===== config.mk =====
export PLATFORM = sky130hd
export DESIGN_NAME = sound_file_player_regs_unit
export DESIGN_NICKNAME = d
export VERILOG_FILES = /design/src/sv/sfpr_pkg.sv /design/src/sv/sound_file_player_regs_unit.sv
export VERILOG_INCLUDE_DIRS = /design/src /design/src/sv
export SDC_FILE = /design/constraint.sdc
export NUM_CORES = 1
export LEC_CHECK = 0
export BUFFER_PORTS_ARGS = -buffer_cell sky130_fd_sc_hd__buf_2
export CAP_MARGIN = 20
export CELL_PAD_IN_SITES_DETAIL_PLACEMENT = 1
export CELL_PAD_IN_SITES_GLOBAL_PLACEMENT = 1
export CORE_MARGIN = 2
export CORE_UTILIZATION = 30
export DETAILED_ROUTE_END_ITERATION = 8
export PLACE_DENSITY_LB_ADDON = 0.1
export SLEW_MARGIN = 25
export SYNTH_ARGS = -nofsm -noshare
export SYNTH_HDL_FRONTEND = slang
export SYNTH_SLANG_ARGS = --single-unit

===== constraint.sdc =====
create_clock -name clk -period 9.2 [get_ports clk]
set_clock_uncertainty 0.1 [all_clocks]
set_input_delay 0.92 -clock clk [delete_from_list [all_inputs] [get_ports clk]]
set_output_delay 0.92 -clock clk [all_outputs]
set_load 0.02 [all_outputs]

===== src/sv/sound_file_player_regs_unit_defines.svh =====
// ----------------------------------------------------------------------------
// Sound file player register unit: assertion macros
// Shared concurrent-assertion shorthands, clocked on the rising edge and
// disabled while the active-low reset is asserted.
// ----------------------------------------------------------------------------
`ifndef SOUND_FILE_PLAYER_REGS_UNIT_DEFINES_SVH
`define SOUND_FILE_PLAYER_REGS_UNIT_DEFINES_SVH

// same-cycle implication
`define SFPR_ASSERT_SAME(label, clk, rst_n, ante, cons, msg) \
	label: assert property (@(posedge clk) disable iff (!rst_n) (ante) |-> (cons)) \
		else $error(msg);

// next-cycle implication
`define SFPR_ASSERT_NEXT(label, clk, rst_n, ante, cons, msg) \
	label: assert property (@(posedge clk) disable iff (!rst_n) (ante) |=> (cons)) \
		else $error(msg);

`endif


===== src/sv/sfpr_pkg.sv =====
// ----------------------------------------------------------------------------
// Sound file player register package
// Command codes, configuration indexes, address map, register offsets, status codes and the boot program.
// ----------------------------------------------------------------------------
`timescale 1ns / 1ps

package sfpr_pkg;

	// item commands
	localparam logic [2:0] CMD_REG_READ   = 3'd0;
	localparam logic [2:0] CMD_REG_WRITE  = 3'd1;
	localparam logic [2:0] CMD_VEC_READ   = 3'd2;
	localparam logic [2:0] CMD_TICK       = 3'd3;
	localparam logic [2:0] CMD_START      = 3'd4;
	localparam logic [2:0] CMD_STOP       = 3'd5;

	// configuration register indexes
	localparam logic [2:0] CFG_INIT_ADDR  = 3'd0;
	localparam logic [2:0] CFG_PLAY_ADDR  = 3'd1;
	localparam logic [2:0] CFG_NTSC_PER   = 3'd2;
	localparam logic [2:0] CFG_PAL_PER    = 3'd3;
	localparam logic [2:0] CFG_BANKS      = 3'd4;
	localparam logic [2:0] CFG_SONG       = 3'd5;
	localparam logic [2:0] CFG_VIDEO      = 3'd6;
	localparam logic [2:0] CFG_CHIPS      = 3'd7;

	// interrupt status codes
	localparam logic [7:0] ST_IDLE        = 8'hFF;
	localparam logic [7:0] ST_INIT        = 8'h00;
	localparam logic [7:0] ST_STOP        = 8'h01;
	localparam logic [7:0] ST_PLAY        = 8'h02;

	// address map
	localparam logic [11:0] ROM_BASE      = 12'hF00;
	localparam logic [11:0] REG_BASE      = 12'hE00;
	localparam logic [11:0] VEC_BASE      = 12'hFFC;
	localparam logic [7:0]  UNMAPPED      = 8'hFF;
	localparam logic [7:0]  CHIP_MASK     = 8'h3F;

	// register offsets within the page
	localparam logic [7:0] OFS_INIT_LO    = 8'h00;
	localparam logic [7:0] OFS_INIT_HI    = 8'h01;
	localparam logic [7:0] OFS_PLAY_LO    = 8'h02;
	localparam logic [7:0] OFS_PLAY_HI    = 8'h03;
	localparam logic [7:0] OFS_NTSC_LO    = 8'h04;
	localparam logic [7:0] OFS_PAL_LO     = 8'h05;
	localparam logic [7:0] OFS_NTSC_HI    = 8'h06;
	localparam logic [7:0] OFS_PAL_HI     = 8'h07;
	localparam logic [7:0] OFS_BANK_FIRST = 8'h08;
	localparam logic [7:0] OFS_BANK_LAST  = 8'h0F;
	localparam logic [7:0] OFS_SONG       = 8'h10;
	localparam logic [7:0] OFS_VIDEO      = 8'h11;
	localparam logic [7:0] OFS_STATUS     = 8'h12;
	localparam logic [7:0] OFS_CHIPS      = 8'h13;
	// write side
	localparam logic [7:0] OFS_LATCH_LO   = 8'h10;
	localparam logic [7:0] OFS_LATCH_HI   = 8'h11;
	localparam logic [7:0] OFS_ARM        = 8'h12;
	localparam logic [7:0] OFS_RELOAD     = 8'h13;

	localparam logic [7:0] BOOT_ROM [256] = '{
		8'h00,8'h00,8'h00,8'h00,8'h00,8'h00,8'h00,8'h00,
		8'h00,8'h00,8'h78,8'hD8,8'hA2,8'hFF,8'h9A,8'h8E,
		8'h17,8'h40,8'hE8,8'h8E,8'h15,8'h40,8'h8E,8'h00,
		8'h20,8'h8E,8'h01,8'h20,8'h8E,8'h12,8'h3E,8'h58,
		8'h4C,8'h20,8'h3F,8'hAE,8'h12,8'h3E,8'hF0,8'h56,
		8'hCA,8'hF0,8'h04,8'h20,8'hF9,8'h3F,8'h40,8'h8E,
		8'h12,8'h3E,8'h8E,8'h15,8'h40,8'hAD,8'h13,8'h3E,
		8'h4A,8'h90,8'h09,8'h8E,8'h02,8'h90,8'h8E,8'h02,
		8'hA0,8'h8E,8'h02,8'hB0,8'h4A,8'h90,8'h0D,8'hA0,
		8'h20,8'h8C,8'h10,8'h90,8'h8E,8'h30,8'h90,8'hC8,
		8'hC0,8'h26,8'hD0,8'hF5,8'h4A,8'h90,8'h0B,8'hA0,
		8'h80,8'h8C,8'h83,8'h40,8'h8C,8'h87,8'h40,8'h8C,
		8'h89,8'h40,8'h4A,8'h90,8'h03,8'h8E,8'h15,8'h50,
		8'h4A,8'h90,8'h07,8'h88,8'h8E,8'h00,8'hF8,8'h8E,
		8'h00,8'h48,8'h4A,8'h90,8'h08,8'hA0,8'h07,8'h8C,
		8'h00,8'hC0,8'h8C,8'h00,8'hE0,8'h40,8'hA2,8'hFF,
		8'h9A,8'h8E,8'hF7,8'h5F,8'hCA,8'h8E,8'hF6,8'h5F,
		8'hA9,8'h00,8'hA2,8'h7F,8'h85,8'h00,8'h86,8'h01,
		8'hA8,8'hA2,8'h27,8'h91,8'h00,8'hC8,8'hD0,8'hFB,
		8'hCA,8'h30,8'h0A,8'hC6,8'h01,8'hE0,8'h07,8'hD0,
		8'hF2,8'h86,8'h01,8'hF0,8'hEE,8'hA2,8'h14,8'hCA,
		8'h9D,8'h00,8'h40,8'hD0,8'hFA,8'hA2,8'h07,8'hBD,
		8'h08,8'h3E,8'h9D,8'hF8,8'h5F,8'hCA,8'h10,8'hF7,
		8'hA0,8'h0F,8'h8C,8'h15,8'h40,8'hAD,8'h13,8'h3E,
		8'h29,8'h04,8'hF0,8'h10,8'hAD,8'h0E,8'h3E,8'hF0,
		8'h03,8'h8D,8'hF6,8'h5F,8'hAD,8'h0F,8'h3E,8'hF0,
		8'h03,8'h8D,8'hF7,8'h5F,8'hAE,8'h11,8'h3E,8'hBD,
		8'h04,8'h3E,8'h8D,8'h10,8'h3E,8'hBD,8'h06,8'h3E,
		8'h8D,8'h11,8'h3E,8'h8C,8'h12,8'h3E,8'hAD,8'h12,
		8'h3E,8'h58,8'hAD,8'h10,8'h3E,8'h20,8'hF6,8'h3F,
		8'h8D,8'h13,8'h3E,8'h4C,8'h20,8'h3F,8'h6C,8'h00,
		8'h3E,8'h6C,8'h02,8'h3E,8'h0A,8'h3F,8'h23,8'h3F
	};

endpackage


===== src/sv/sound_file_player_regs_unit.sv =====
// ----------------------------------------------------------------------------
// Sound file player register unit
// Register block of a music-file player mapper: tune parameters, play-rate
// counter with watchdog, interrupt status and boot program reads.
// ----------------------------------------------------------------------------
`timescale 1ns / 1ps
`include "sound_file_player_regs_unit_defines.svh"

// One bus access, tick or start/stop command is taken per clock while ready
// and gives exactly one result beat, registered, in the cycle after the input
// beat. Input ready drops only while a result waits and the output side is
// stalled. The path between the state registers and the result register is one
// pass of decode, the 32-bit counter decrement and the read mux. Configuration
// writes are always ready and take effect at once; write them while idle.
module sound_file_player_regs_unit (
	input  logic        clk,
	input  logic        arst_n,
	// item channel
	input  logic        in_valid,
	output logic        in_ready,
	input  logic [2:0]  command,
	input  logic [11:0] address,
	input  logic [7:0]  write_data,
	// result channel
	output logic        out_valid,
	input  logic        out_ready,
	output logic [7:0]  read_data,
	output logic        read_handled,
	output logic        irq_active,
	output logic        watchdog_alarm,
	// configuration
	input  logic        cfg_valid,
	output logic        cfg_ready,
	input  logic [2:0]  cfg_index,
	input  logic [63:0] cfg_data
);

	// configuration registers
	logic [15:0] init_addr_q;
	logic [15:0] play_addr_q;
	logic [15:0] ntsc_per_q;
	logic [15:0] pal_per_q;
	logic [63:0] banks_q;
	logic [7:0]  song_q;
	logic        video_q;
	logic [7:0]  chips_q;

	// play state
	logic [7:0]  status_q;
	logic [31:0] counter_q;
	logic [15:0] latch_q;
	logic        enable_q;
	logic        armed_q;

	// result register
	logic        out_valid_q;
	logic [7:0]  read_data_q;
	logic        handled_q;
	logic        irq_active_q;
	logic        alarm_q;

	logic        accept;
	logic [7:0]  sel;
	logic [7:0]  reg_byte;
	logic [7:0]  rd_d;
	logic        handled_d;
	logic        alarm_d;
	logic [7:0]  status_d;
	logic [31:0] counter_d;
	logic [31:0] counter_dec;
	logic [15:0] latch_d;
	logic        enable_d;
	logic        armed_d;

	assign cfg_ready = 1'b1;
	assign in_ready  = !out_valid_q || out_ready;
	assign accept    = in_valid && in_ready;
	assign sel       = address[7:0];

	assign out_valid      = out_valid_q;
	assign read_data      = read_data_q;
	assign read_handled   = handled_q;
	assign irq_active     = irq_active_q;
	assign watchdog_alarm = alarm_q;

	always_ff @(posedge clk or negedge arst_n) begin
		if (!arst_n) begin
			init_addr_q <= '0;
			play_addr_q <= '0;
			ntsc_per_q  <= '0;
			pal_per_q   <= '0;
			banks_q     <= '0;
			song_q      <= '0;
			video_q     <= 1'b0;
			chips_q     <= '0;
		end else if (cfg_valid && cfg_ready) begin
			unique case (cfg_index)
				sfpr_pkg::CFG_INIT_ADDR: init_addr_q <= cfg_data[15:0];
				sfpr_pkg::CFG_PLAY_ADDR: play_addr_q <= cfg_data[15:0];
				sfpr_pkg::CFG_NTSC_PER:  ntsc_per_q  <= cfg_data[15:0];
				sfpr_pkg::CFG_PAL_PER:   pal_per_q   <= cfg_data[15:0];
				sfpr_pkg::CFG_BANKS:     banks_q     <= cfg_data;
				sfpr_pkg::CFG_SONG:      song_q      <= cfg_data[7:0];
				sfpr_pkg::CFG_VIDEO:     video_q     <= cfg_data[0];
				sfpr_pkg::CFG_CHIPS:     chips_q     <= cfg_data[7:0];
				default: ;
			endcase
		end
	end

	// register page byte (offsets 0xE00..0xEFF)
	always_comb begin
		reg_byte = sfpr_pkg::UNMAPPED;
		if (sel >= sfpr_pkg::OFS_BANK_FIRST && sel <= sfpr_pkg::OFS_BANK_LAST) begin
			reg_byte = banks_q[{sel[2:0], 3'b000} +: 8];
		end else begin
			unique case (sel)
				sfpr_pkg::OFS_INIT_LO: reg_byte = init_addr_q[7:0];
				sfpr_pkg::OFS_INIT_HI: reg_byte = init_addr_q[15:8];
				sfpr_pkg::OFS_PLAY_LO: reg_byte = play_addr_q[7:0];
				sfpr_pkg::OFS_PLAY_HI: reg_byte = play_addr_q[15:8];
				sfpr_pkg::OFS_NTSC_LO: reg_byte = ntsc_per_q[7:0];
				sfpr_pkg::OFS_PAL_LO:  reg_byte = pal_per_q[7:0];
				sfpr_pkg::OFS_NTSC_HI: reg_byte = ntsc_per_q[15:8];
				sfpr_pkg::OFS_PAL_HI:  reg_byte = pal_per_q[15:8];
				sfpr_pkg::OFS_SONG:    reg_byte = song_q;
				sfpr_pkg::OFS_VIDEO:   reg_byte = {7'd0, video_q};
				sfpr_pkg::OFS_STATUS:  reg_byte = status_q;
				sfpr_pkg::OFS_CHIPS:   reg_byte = chips_q & sfpr_pkg::CHIP_MASK;
				default:               reg_byte = sfpr_pkg::UNMAPPED;
			endcase
		end
	end

	assign counter_dec = counter_q - 32'd1;

	always_comb begin
		rd_d      = 8'd0;
		handled_d = 1'b0;
		alarm_d   = 1'b0;
		status_d  = status_q;
		counter_d = counter_q;
		latch_d   = latch_q;
		enable_d  = enable_q;
		armed_d   = armed_q;
		unique case (command)
			sfpr_pkg::CMD_REG_READ: begin
				if (address >= sfpr_pkg::ROM_BASE) begin
					rd_d = sfpr_pkg::BOOT_ROM[sel];
				end else if (address < sfpr_pkg::REG_BASE) begin
					rd_d = sfpr_pkg::UNMAPPED;
				end else begin
					rd_d = reg_byte;
					// status read acknowledges the interrupt
					if (sel == sfpr_pkg::OFS_STATUS) begin
						status_d = sfpr_pkg::ST_IDLE;
					end
				end
			end
			sfpr_pkg::CMD_REG_WRITE: begin
				unique case (sel)
					sfpr_pkg::OFS_LATCH_LO: latch_d = {latch_q[15:8], write_data};
					sfpr_pkg::OFS_LATCH_HI: latch_d = {write_data, latch_q[7:0]};
					sfpr_pkg::OFS_ARM: begin
						// latch * 5 as shift-and-add
						counter_d = {14'd0, latch_q, 2'b00} + {16'd0, latch_q};
						armed_d   = 1'b1;
						enable_d  = (write_data != 8'd0);
					end
					sfpr_pkg::OFS_RELOAD: begin
						counter_d = {16'd0, latch_q};
						armed_d   = 1'b0;
					end
					default: ;
				endcase
			end
			sfpr_pkg::CMD_VEC_READ: begin
				if (address >= sfpr_pkg::VEC_BASE && status_q != sfpr_pkg::ST_IDLE) begin
					rd_d      = sfpr_pkg::BOOT_ROM[sel];
					handled_d = 1'b1;
				end
			end
			sfpr_pkg::CMD_TICK: begin
				if (enable_q) begin
					if (counter_dec == 32'd0) begin
						alarm_d   = armed_q;
						counter_d = {16'd0, latch_q};
						status_d  = sfpr_pkg::ST_PLAY;
					end else begin
						counter_d = counter_dec;
					end
				end
			end
			sfpr_pkg::CMD_START: status_d = sfpr_pkg::ST_INIT;
			sfpr_pkg::CMD_STOP:  status_d = sfpr_pkg::ST_STOP;
			default: ;
		endcase
	end

	always_ff @(posedge clk or negedge arst_n) begin
		if (!arst_n) begin
			status_q    <= sfpr_pkg::ST_INIT;
			counter_q   <= '0;
			latch_q     <= '0;
			enable_q    <= 1'b0;
			armed_q     <= 1'b0;
			out_valid_q <= 1'b0;
		end else begin
			if (accept) begin
				status_q  <= status_d;
				counter_q <= counter_d;
				latch_q   <= latch_d;
				enable_q  <= enable_d;
				armed_q   <= armed_d;
			end
			if (in_ready) begin
				out_valid_q <= in_valid;
			end
		end
	end

	// result payload, no reset needed
	always_ff @(posedge clk) begin
		if (accept) begin
			read_data_q  <= rd_d;
			handled_q    <= handled_d;
			irq_active_q <= (status_d != sfpr_pkg::ST_IDLE);
			alarm_q      <= alarm_d;
		end
	end

	`SFPR_ASSERT_NEXT(a_beat_gives_result, clk, arst_n, accept, out_valid,
		"accepted beat produced no result")
	`SFPR_ASSERT_SAME(a_alarm_sets_irq, clk, arst_n, out_valid && watchdog_alarm,
		irq_active, "watchdog alarm without pending interrupt")
	`SFPR_ASSERT_SAME(a_handled_needs_irq, clk, arst_n, out_valid && read_handled,
		irq_active, "vector read handled while status idle")
	`SFPR_ASSERT_SAME(a_status_never_other, clk, arst_n, 1'b1,
		status_q == sfpr_pkg::ST_IDLE || status_q == sfpr_pkg::ST_INIT ||
		status_q == sfpr_pkg::ST_STOP || status_q == sfpr_pkg::ST_PLAY,
		"interrupt status holds an unknown code")

endmodule


== Word-level counts from Yosys, hierarchy flattened ==
Memory sizes are Yosys's and may differ from the RTL's.
Cells that the tools add are included.

* Output and inout bits: 14
* Bits in registers: 213
* Bits in read-only memories: 2,048
* Memories kept: 1
* Latch bits: 0
* Word-level logic and storage cells: 106
* Memory bits (writable): 0
* Input port bits: 95

{| class="wikitable"
|+ Memories
! name !! depth !! bits a word !! rd ports !! clocked after Yosys merged registers in !! write ports !! RTL line !! text
|-
| (name not given) || 256 || 8 || 1 || 0 || 0 || sound_file_player_regs_unit.sv:179 || <nowiki>rd_d = sfpr_pkg::BOOT_ROM[sel];</nowiki>
|}

* Bitwise gates (word level): 3
* Shifts and indexed selects: 1
* Multiplexer cells: 21
* Reduce and logical (&&, ||, !) cells: 26
* $lt $le $gt $ge: 6
* $mul: 0
* Equality and inequality tests: 27
* Divide/modulo/power cells: 0
* Add/subtract/negate cells: 2

{| class="wikitable"
|+ Operators with widths
! operator !! count
|-
| one-hot mux 32 bit (2 select lines) || 2
|-
| one-hot mux 8 bit (12 select lines) || 1
|-
| two-way mux 8 bit || 11
|-
| two-way mux 32 bit || 2
|-
| variable part select 64 x 7 -> 8 bit || 1
|-
| == test 8 x 3 -> 1 bit (second input constant) || 4
|-
| == test 8 x 5 -> 1 bit (second input constant) || 4
|-
| logical NOT 32 bit || 1
|-
| one-hot mux 16 bit (2 select lines) || 1
|-
| one-hot mux 8 bit (4 select lines) || 1
|-
| subtractor 32 x 1 -> 32 bit (second input constant) || 1
|-
| >= comparator 12 bit (second input constant) || 2
|-
| adder 18 x 16 -> 19 bit || 1
|-
| == test 3 bit (second input constant) || 6
|-
| == test 8 x 2 -> 1 bit (second input constant) || 2
|-
| inequality test 8 bit (second input constant) || 2
|-
| one-hot mux 8 bit (2 select lines) || 1
|-
| AND reduction 2 bit || 8
|-
| == test 3 x 2 -> 1 bit (second input constant) || 4
|-
| less-than comparator 12 bit (second input constant) || 1
|-
| AND reduction 4 bit || 3
|-
| >= comparator 9 bit (second input constant) || 1
|-
| inverter 8 -> 9 bit || 1
|-
| AND reduction 3 bit || 3
|-
| other kinds (16) || 22
|}

== Longest topological paths before layout ==
* Depth after elaboration: 6
* Depth in mapped cells: 13
* Gate-level depth less buffers: 10

== Worst setup path after synthesis ==
Ideal clock, no wire load.

* Kind: input-to-reg
* Start: input address[0]
* End: register read_data_q[5], in the netlist read_data[5] (data pin)
* Setup slack: 4,988 ps
* Stages: 13
* Data required time: 8,954 ps
* Path buffers: 4
* Data arrival time: 3,966 ps
* Setup time: 146 ps
* Cell sequence: clkbuf_1 > buf_1 > inv_1 > ha_1 > clkbuf_1 > or4_1 > and4_1 > or4_1 > clkbuf_1 > and4b_1 > o21ai_0 > nand3_1 > a21oi_1

* Cells in the longest elaborated chain, start to end: 6
* Elaborated cells between the ends (all ways): 30
* Those cells by class: 5 x order compare; 11 x eq/ne; 1 x shift; 8 x mux; 1 x bitwise; 3 x reduce/logical; 1 x memory

{| class="wikitable"
|+ Ends and longest elaborated chain
! element !! RTL line !! text
|-
| start: declaration || sound_file_player_regs_unit.sv:22 || <nowiki>input logic [11:0] address,</nowiki>
|-
| inverter 8 -> 9 bit (implied by the code) (tied with other cells) || sound_file_player_regs_unit.sv:149, sound_file_player_regs_unit.sv:179 ||
|-
| memory read (256 x 8 bit) (tied with other cells) || n/a ||
|-
| two-way mux 8 bit (on tied branches) || sound_file_player_regs_unit.sv:179, sound_file_player_regs_unit.sv:114 ||
|-
| two-way mux 8 bit (on tied branches) || sound_file_player_regs_unit.sv:179, sound_file_player_regs_unit.sv:150 ||
|-
| two-way mux 8 bit (on tied branches) || sound_file_player_regs_unit.sv:178, sound_file_player_regs_unit.sv:148 ||
|-
| one-hot mux 8 bit (2 select lines) (*) || sound_file_player_regs_unit.sv:146 || <nowiki>unique case (command)</nowiki>
|-
| via rd_d[5] || sound_file_player_regs_unit.sv:65 || <nowiki>logic [7:0] rd_d;</nowiki>
|-
| end signal: assignment || sound_file_player_regs_unit.sv:225 || <nowiki>read_data_q <= rd_d;</nowiki>
|-
| end: declaration || sound_file_player_regs_unit.sv:57 || <nowiki>logic [7:0] read_data_q;</nowiki>
|}

Mark *: on every way through the listed nets, which the timed path passes. The rest lies on a longest branch. The select of a mux whose other input is x is not followed.
A chain may end at the register's enable or synchronous reset.

== Worst setup path after layout ==
* Start: input address[1]
* End: register read_data_q[3], in the netlist read_data[3] (data pin)

The elaborated chain is that of the path after synthesis.

==> metrics.txt <==
# TYPE chip_impl_metric gauge
chip_impl_metric{name="critical_path_arrival",unit="ns"} 4.86
chip_impl_metric{name="p_leak",unit="nW"} 6.51
chip_impl_info{name="worst_r2r_endpoint",value="counter_q[29]$_DFFE_PN0P_"} 1
chip_impl_metric{name="drt.antenna.violating_nets",unit=""} 0
chip_impl_metric{name="dieWidth",unit="um"} 223
chip_impl_metric{name="groute.layer.met1.usage",unit=""} 0.349
chip_impl_metric{name="place_congestion",unit=""} 0.889
chip_impl_metric{name="post_synth_xor_xnor_area",unit=""} 0.0110
chip_impl_info{name="worst_setup_path_start_kind",value="input port"} 1
chip_impl_metric{name="synthSimpleGateAreaFrac",unit=""} 0.167
chip_impl_metric{name="synthAdderAreaFrac",unit=""} 0.0240
chip_impl_info{name="outcome",value="finished clean"} 1
chip_impl_info{name="cts_tree",value="done"} 1
chip_impl_metric{name="fin_worst_hold_slack",unit="ns"} 0.200
chip_impl_info{name="r2r_start",value="counter_q[7]$_DFFE_PN0P_"} 1
chip_impl_metric{name="yosys.cell_types.count",unit=""} 89
chip_impl_metric{name="drc_errors",unit=""} 0
chip_impl_metric{name="grt_pass1_vias",unit=""} 13400
chip_impl_metric{name="track_usage",unit=""} 0.231
chip_impl_metric{name="placementRows",unit=""} 80
chip_impl_info{name="gr-max-usage-layer",value="met2"} 1
chip_impl_metric{name="drive_above_1_share",unit=""} 0.243
chip_impl_metric{name="report.final.slew_viol_count",unit=""} 0
chip_impl_metric{name="finalNetCount",unit=""} 1687
chip_impl_metric{name="crit_fanout",unit=""} 37
chip_impl_metric{name="synth.net_count",unit=""} 1650
chip_impl_metric{name="pwrdens",unit="nW/um^2"} 168
chip_impl_metric{name="tightest_slew",unit="ns"} 0.989
chip_impl_metric{name="syn-cell-area",unit="sq um"} 14400
chip_impl_metric{name="cts_resized",unit=""} 0
chip_impl_metric{name="ctsLongestPathBuffers",unit=""} 3
chip_impl_metric{name="timing.reg2reg.worst_path_depth",unit=""} 7
chip_impl_metric{name="vias_per_cell",unit=""} 5.99
chip_impl_metric{name="maxSlewHeadroom",unit=""} 0.340
chip_impl_metric{name="detailed_place_hpwl",unit="um"} 41200
chip_impl_metric{name="period_needed",unit="ns"} 4.54
chip_impl_info{name="synth_top_family_by_area",value="compound AO/OA/AOI/OAI gates"} 1
chip_impl_metric{name="maxCapViolCount",unit=""} 0
chip_impl_info{name="critical_path_class",value="input port to flip-flop"} 1
chip_impl_metric{name="synth_cells",unit=""} 1528
chip_impl_metric{name="pre_cts_slack",unit="ns"} 4.13
chip_impl_metric{name="critical_path_required",unit="ns"} 9.52
chip_impl_metric{name="final_hold_violation_count",unit=""} 0
chip_impl_metric{name="yosysWarningCount",unit=""} 0
chip_impl_metric{name="placement.io_buffers",unit=""} 107
chip_impl_metric{name="cts-hold-fix-buffers",unit=""} 0
chip_impl_metric{name="grt.overflow.total",unit=""} 0
chip_impl_metric{name="tritoncts_num_sinks",unit=""} 213
chip_impl_metric{name="initial_utilization",unit=""} 0.302
chip_impl_metric{name="drt_first_iter_violations",unit=""} 1109
chip_impl_metric{name="antennaDiodeCount",unit=""} 0
chip_impl_metric{name="route.final.wire_length",unit="um"} 57900
chip_impl_metric{name="worst_ir_drop_vdd",unit="mV"} 0.147
chip_impl_metric{name="worst-r2r-setup-slack",unit="ns"} 5.12
chip_impl_metric{name="routed_wire_length_per_instance",unit="um"} 26.3
chip_impl_metric{name="synth-edff-count",unit=""} 11
chip_impl_info{name="rsz0062_at_grt",value="no"} 1
chip_impl_metric{name="max_freq",unit="MHz"} 220
chip_impl_info{name="cts_root_buf",value="clkbuf_16"} 1
chip_impl_metric{name="synth-compound-area-share",unit=""} 0.224
chip_impl_metric{name="stdcell_area",unit="sq um"} 16300
chip_impl_metric{name="grt_start_max_net_pins",unit=""} 77
chip_impl_metric{name="seq_area_frac_synth",unit=""} 0.375
chip_impl_metric{name="drt_pre_antenna_iters",unit=""} 6
chip_impl_metric{name="fin_crit_sh",unit=""} 0.493
chip_impl_metric{name="clk_latency",unit="ns"} 0.56
chip_impl_metric{name="area_delta_synth_final",unit="%"} 13.4
chip_impl_info{name="ys_dominant_reg_cell",value="dfrtp_1"} 1
chip_impl_metric{name="post_synth_mux_area_share",unit=""} 0.156
chip_impl_metric{name="cts_setup_buffers",unit=""} 0
chip_impl_metric{name="num_ports",unit=""} 109
chip_impl_metric{name="vias",unit=""} 13200
chip_impl_metric{name="cts_buffers",unit=""} 27
chip_impl_metric{name="global_route_wire_length_before_repair",unit="um"} 88300
chip_impl_metric{name="ys_seq_elements",unit=""} 213
chip_impl_metric{name="groute.layer.met2.usage",unit=""} 0.350
chip_impl_metric{name="synthArstFlopShare",unit=""} 0.948
chip_impl_metric{name="dpl-instance-area",unit="sq um"} 15500
chip_impl_metric{name="design.core.area",unit="sq um"} 47500
chip_impl_metric{name="gr-usage-met3",unit=""} 0.0255
chip_impl_metric{name="chipHeight",unit="um"} 223
chip_impl_info{name="hold_class",value="input port to asynchronous set/reset pin"} 1
chip_impl_metric{name="initial_antenna_violation_count",unit=""} 2
chip_impl_metric{name="cts.reportedPaths.clkPinSlew",unit="ns"} 0.06
chip_impl_metric{name="floorplan.die_area",unit="sq um"} 49700
chip_impl_metric{name="report.final.setup_viol",unit=""} 0
chip_impl_info{name="endpoint_kind",value="flip-flop"} 1
chip_impl_metric{name="setup_tns",unit="ns"} 0
chip_impl_metric{name="h-tree-depth",unit=""} 1
chip_impl_metric{name="postSynthAreaPerCell",unit="sq um"} 9.41
chip_impl_metric{name="finalWorstSetupSlack",unit="ns"} 4.66
==> where the power goes <==
group	internal, mW	switching (mW)	leakage (nW)	total, mW
Sequential	1.09	0.101	2.60	1.20
Combinational	0.239	0.291	3.50	0.530
Clock	0.586	0.421	0.416	1.01
==> state kept, by name (all words and copies together) (netlist names), 8 cells and up <==
register     cells
latch_q         16
ntsc_per_q      16
read_data        8
init_addr_q     16
status_q         8
pal_per_q       16
play_addr_q     16
banks_q         64
song_q           8
counter_q       32
==> critical path, stage by stage <==
cell,delay [ns]
buf_2,0.69
inv_1,0.34
ha_1,0.55
or4_1,0.56
and4_1,0.22
or4_1,0.71
a31oi_1,0.51
and2_1,0.20
o32a_1,0.15
==> logic make-up (layout without fill, tap and decap cells) <==
logic type	Yosys count	after routing
AOI/OAI and AO/OA	463	463
xor gates and xnor gates	18	18
adders and majority gates	27	27
buffers and inverters	159	213
DFF	213	213
muxes	179	179
other	1	1
and+or+nand+nor	468	468
==> layout make-up <==
| class | count | area, sq um |
|---|---|---|
| fillers | 5371 | 31200 |
| multi-input cells | 1156 | 8420 |
| flip-flops and latches | 213 | 5390 |
| repair buffers | 138 | 785 |
| clock buffers | 39 | 781 |
| well taps | 615 | 769 |
| inverters | 29 | 109 |
| clock inverters | 7 | 50.0 |
==> metal layers <==
metal  vias to the layer above  share of wire
met5                         -        0.00047
met4                         4          0.022
met3                        77          0.052
met2                       428           0.44
met1                      6769           0.49
li1                       5889              -
==> through the flow <==
| step | power (mW) | instances | util |
|---|---|---|---|
| floorplan | 1.53 | 1528 | - |
| global placement | 1.72 | 2151 | 0.325 |
| detailed placement | 1.74 | 2151 | 0.325 |
| CTS | 2.76 | 2197 | 0.343 |
| global route | 2.86 | 2197 | 0.343 |
| finish | 2.73 | 2197 | 0.343 |
==> worst max-delay path by stage <==
stage	from	endpoint	slack, ns	cells past startpoint
2_1_floorplan	address[0]	read_data[5]$_DFFE_PP_	4.99	13
3_3_place_gp	address[1]	counter_q[10]$_DFFE_PN0P_	4.27	7
3_5_place_dp	address[1]	read_data[4]$_DFFE_PP_	4.13	9
4_1_cts	address[1]	read_data[4]$_DFFE_PP_	4.72	9
5_1_grt	address[1]	read_data[5]$_DFFE_PP_	4.46	10
6_report	address[1]	read_data[3]$_DFFE_PP_	4.66	9
==> Yosys cell counts (21+ instances only) <==
master / count / area, sq um
clkbuf_1: 110 / 413
a211oi_1: 27 / 203
o211ai_1: 22 / 165
nand2b_1: 24 / 150
a31oi_1: 28 / 175
nor3_1: 40 / 200
a22oi_1: 21 / 158
nand3_1: 47 / 235
ha_1: 26 / 325
inv_1: 29 / 109
nor2_1: 97 / 364
mux2_2: 156 / 1760
o21ai_0: 89 / 445
dfrtp_1: 202 / 5050
nand2_1: 111 / 417
a21oi_1: 91 / 455
nor2b_1: 21 / 131
==> cells in the final DEF, fill, tap and decap left out, drive strengths merged, types with 14 or more instances in the layout <==
cell type,synthesis,final
nand2b,24,24
nand2,111,111
a31oi,28,28
mux2,156,156
clkbuf,110,39
nor3,41,41
a211oi,28,28
nor2b,21,21
dfrtp,202,202
mux4,20,20
a22oi,21,21
nand3,47,47
nor2,97,97
and2,19,19
o31ai,15,15
a21oi,91,91
o21ai,93,93
ha,26,26
nor4,18,18
inv,29,30
buf,20,138
o211ai,22,22
nand4,14,14
(Power assumes the default switching activity.)
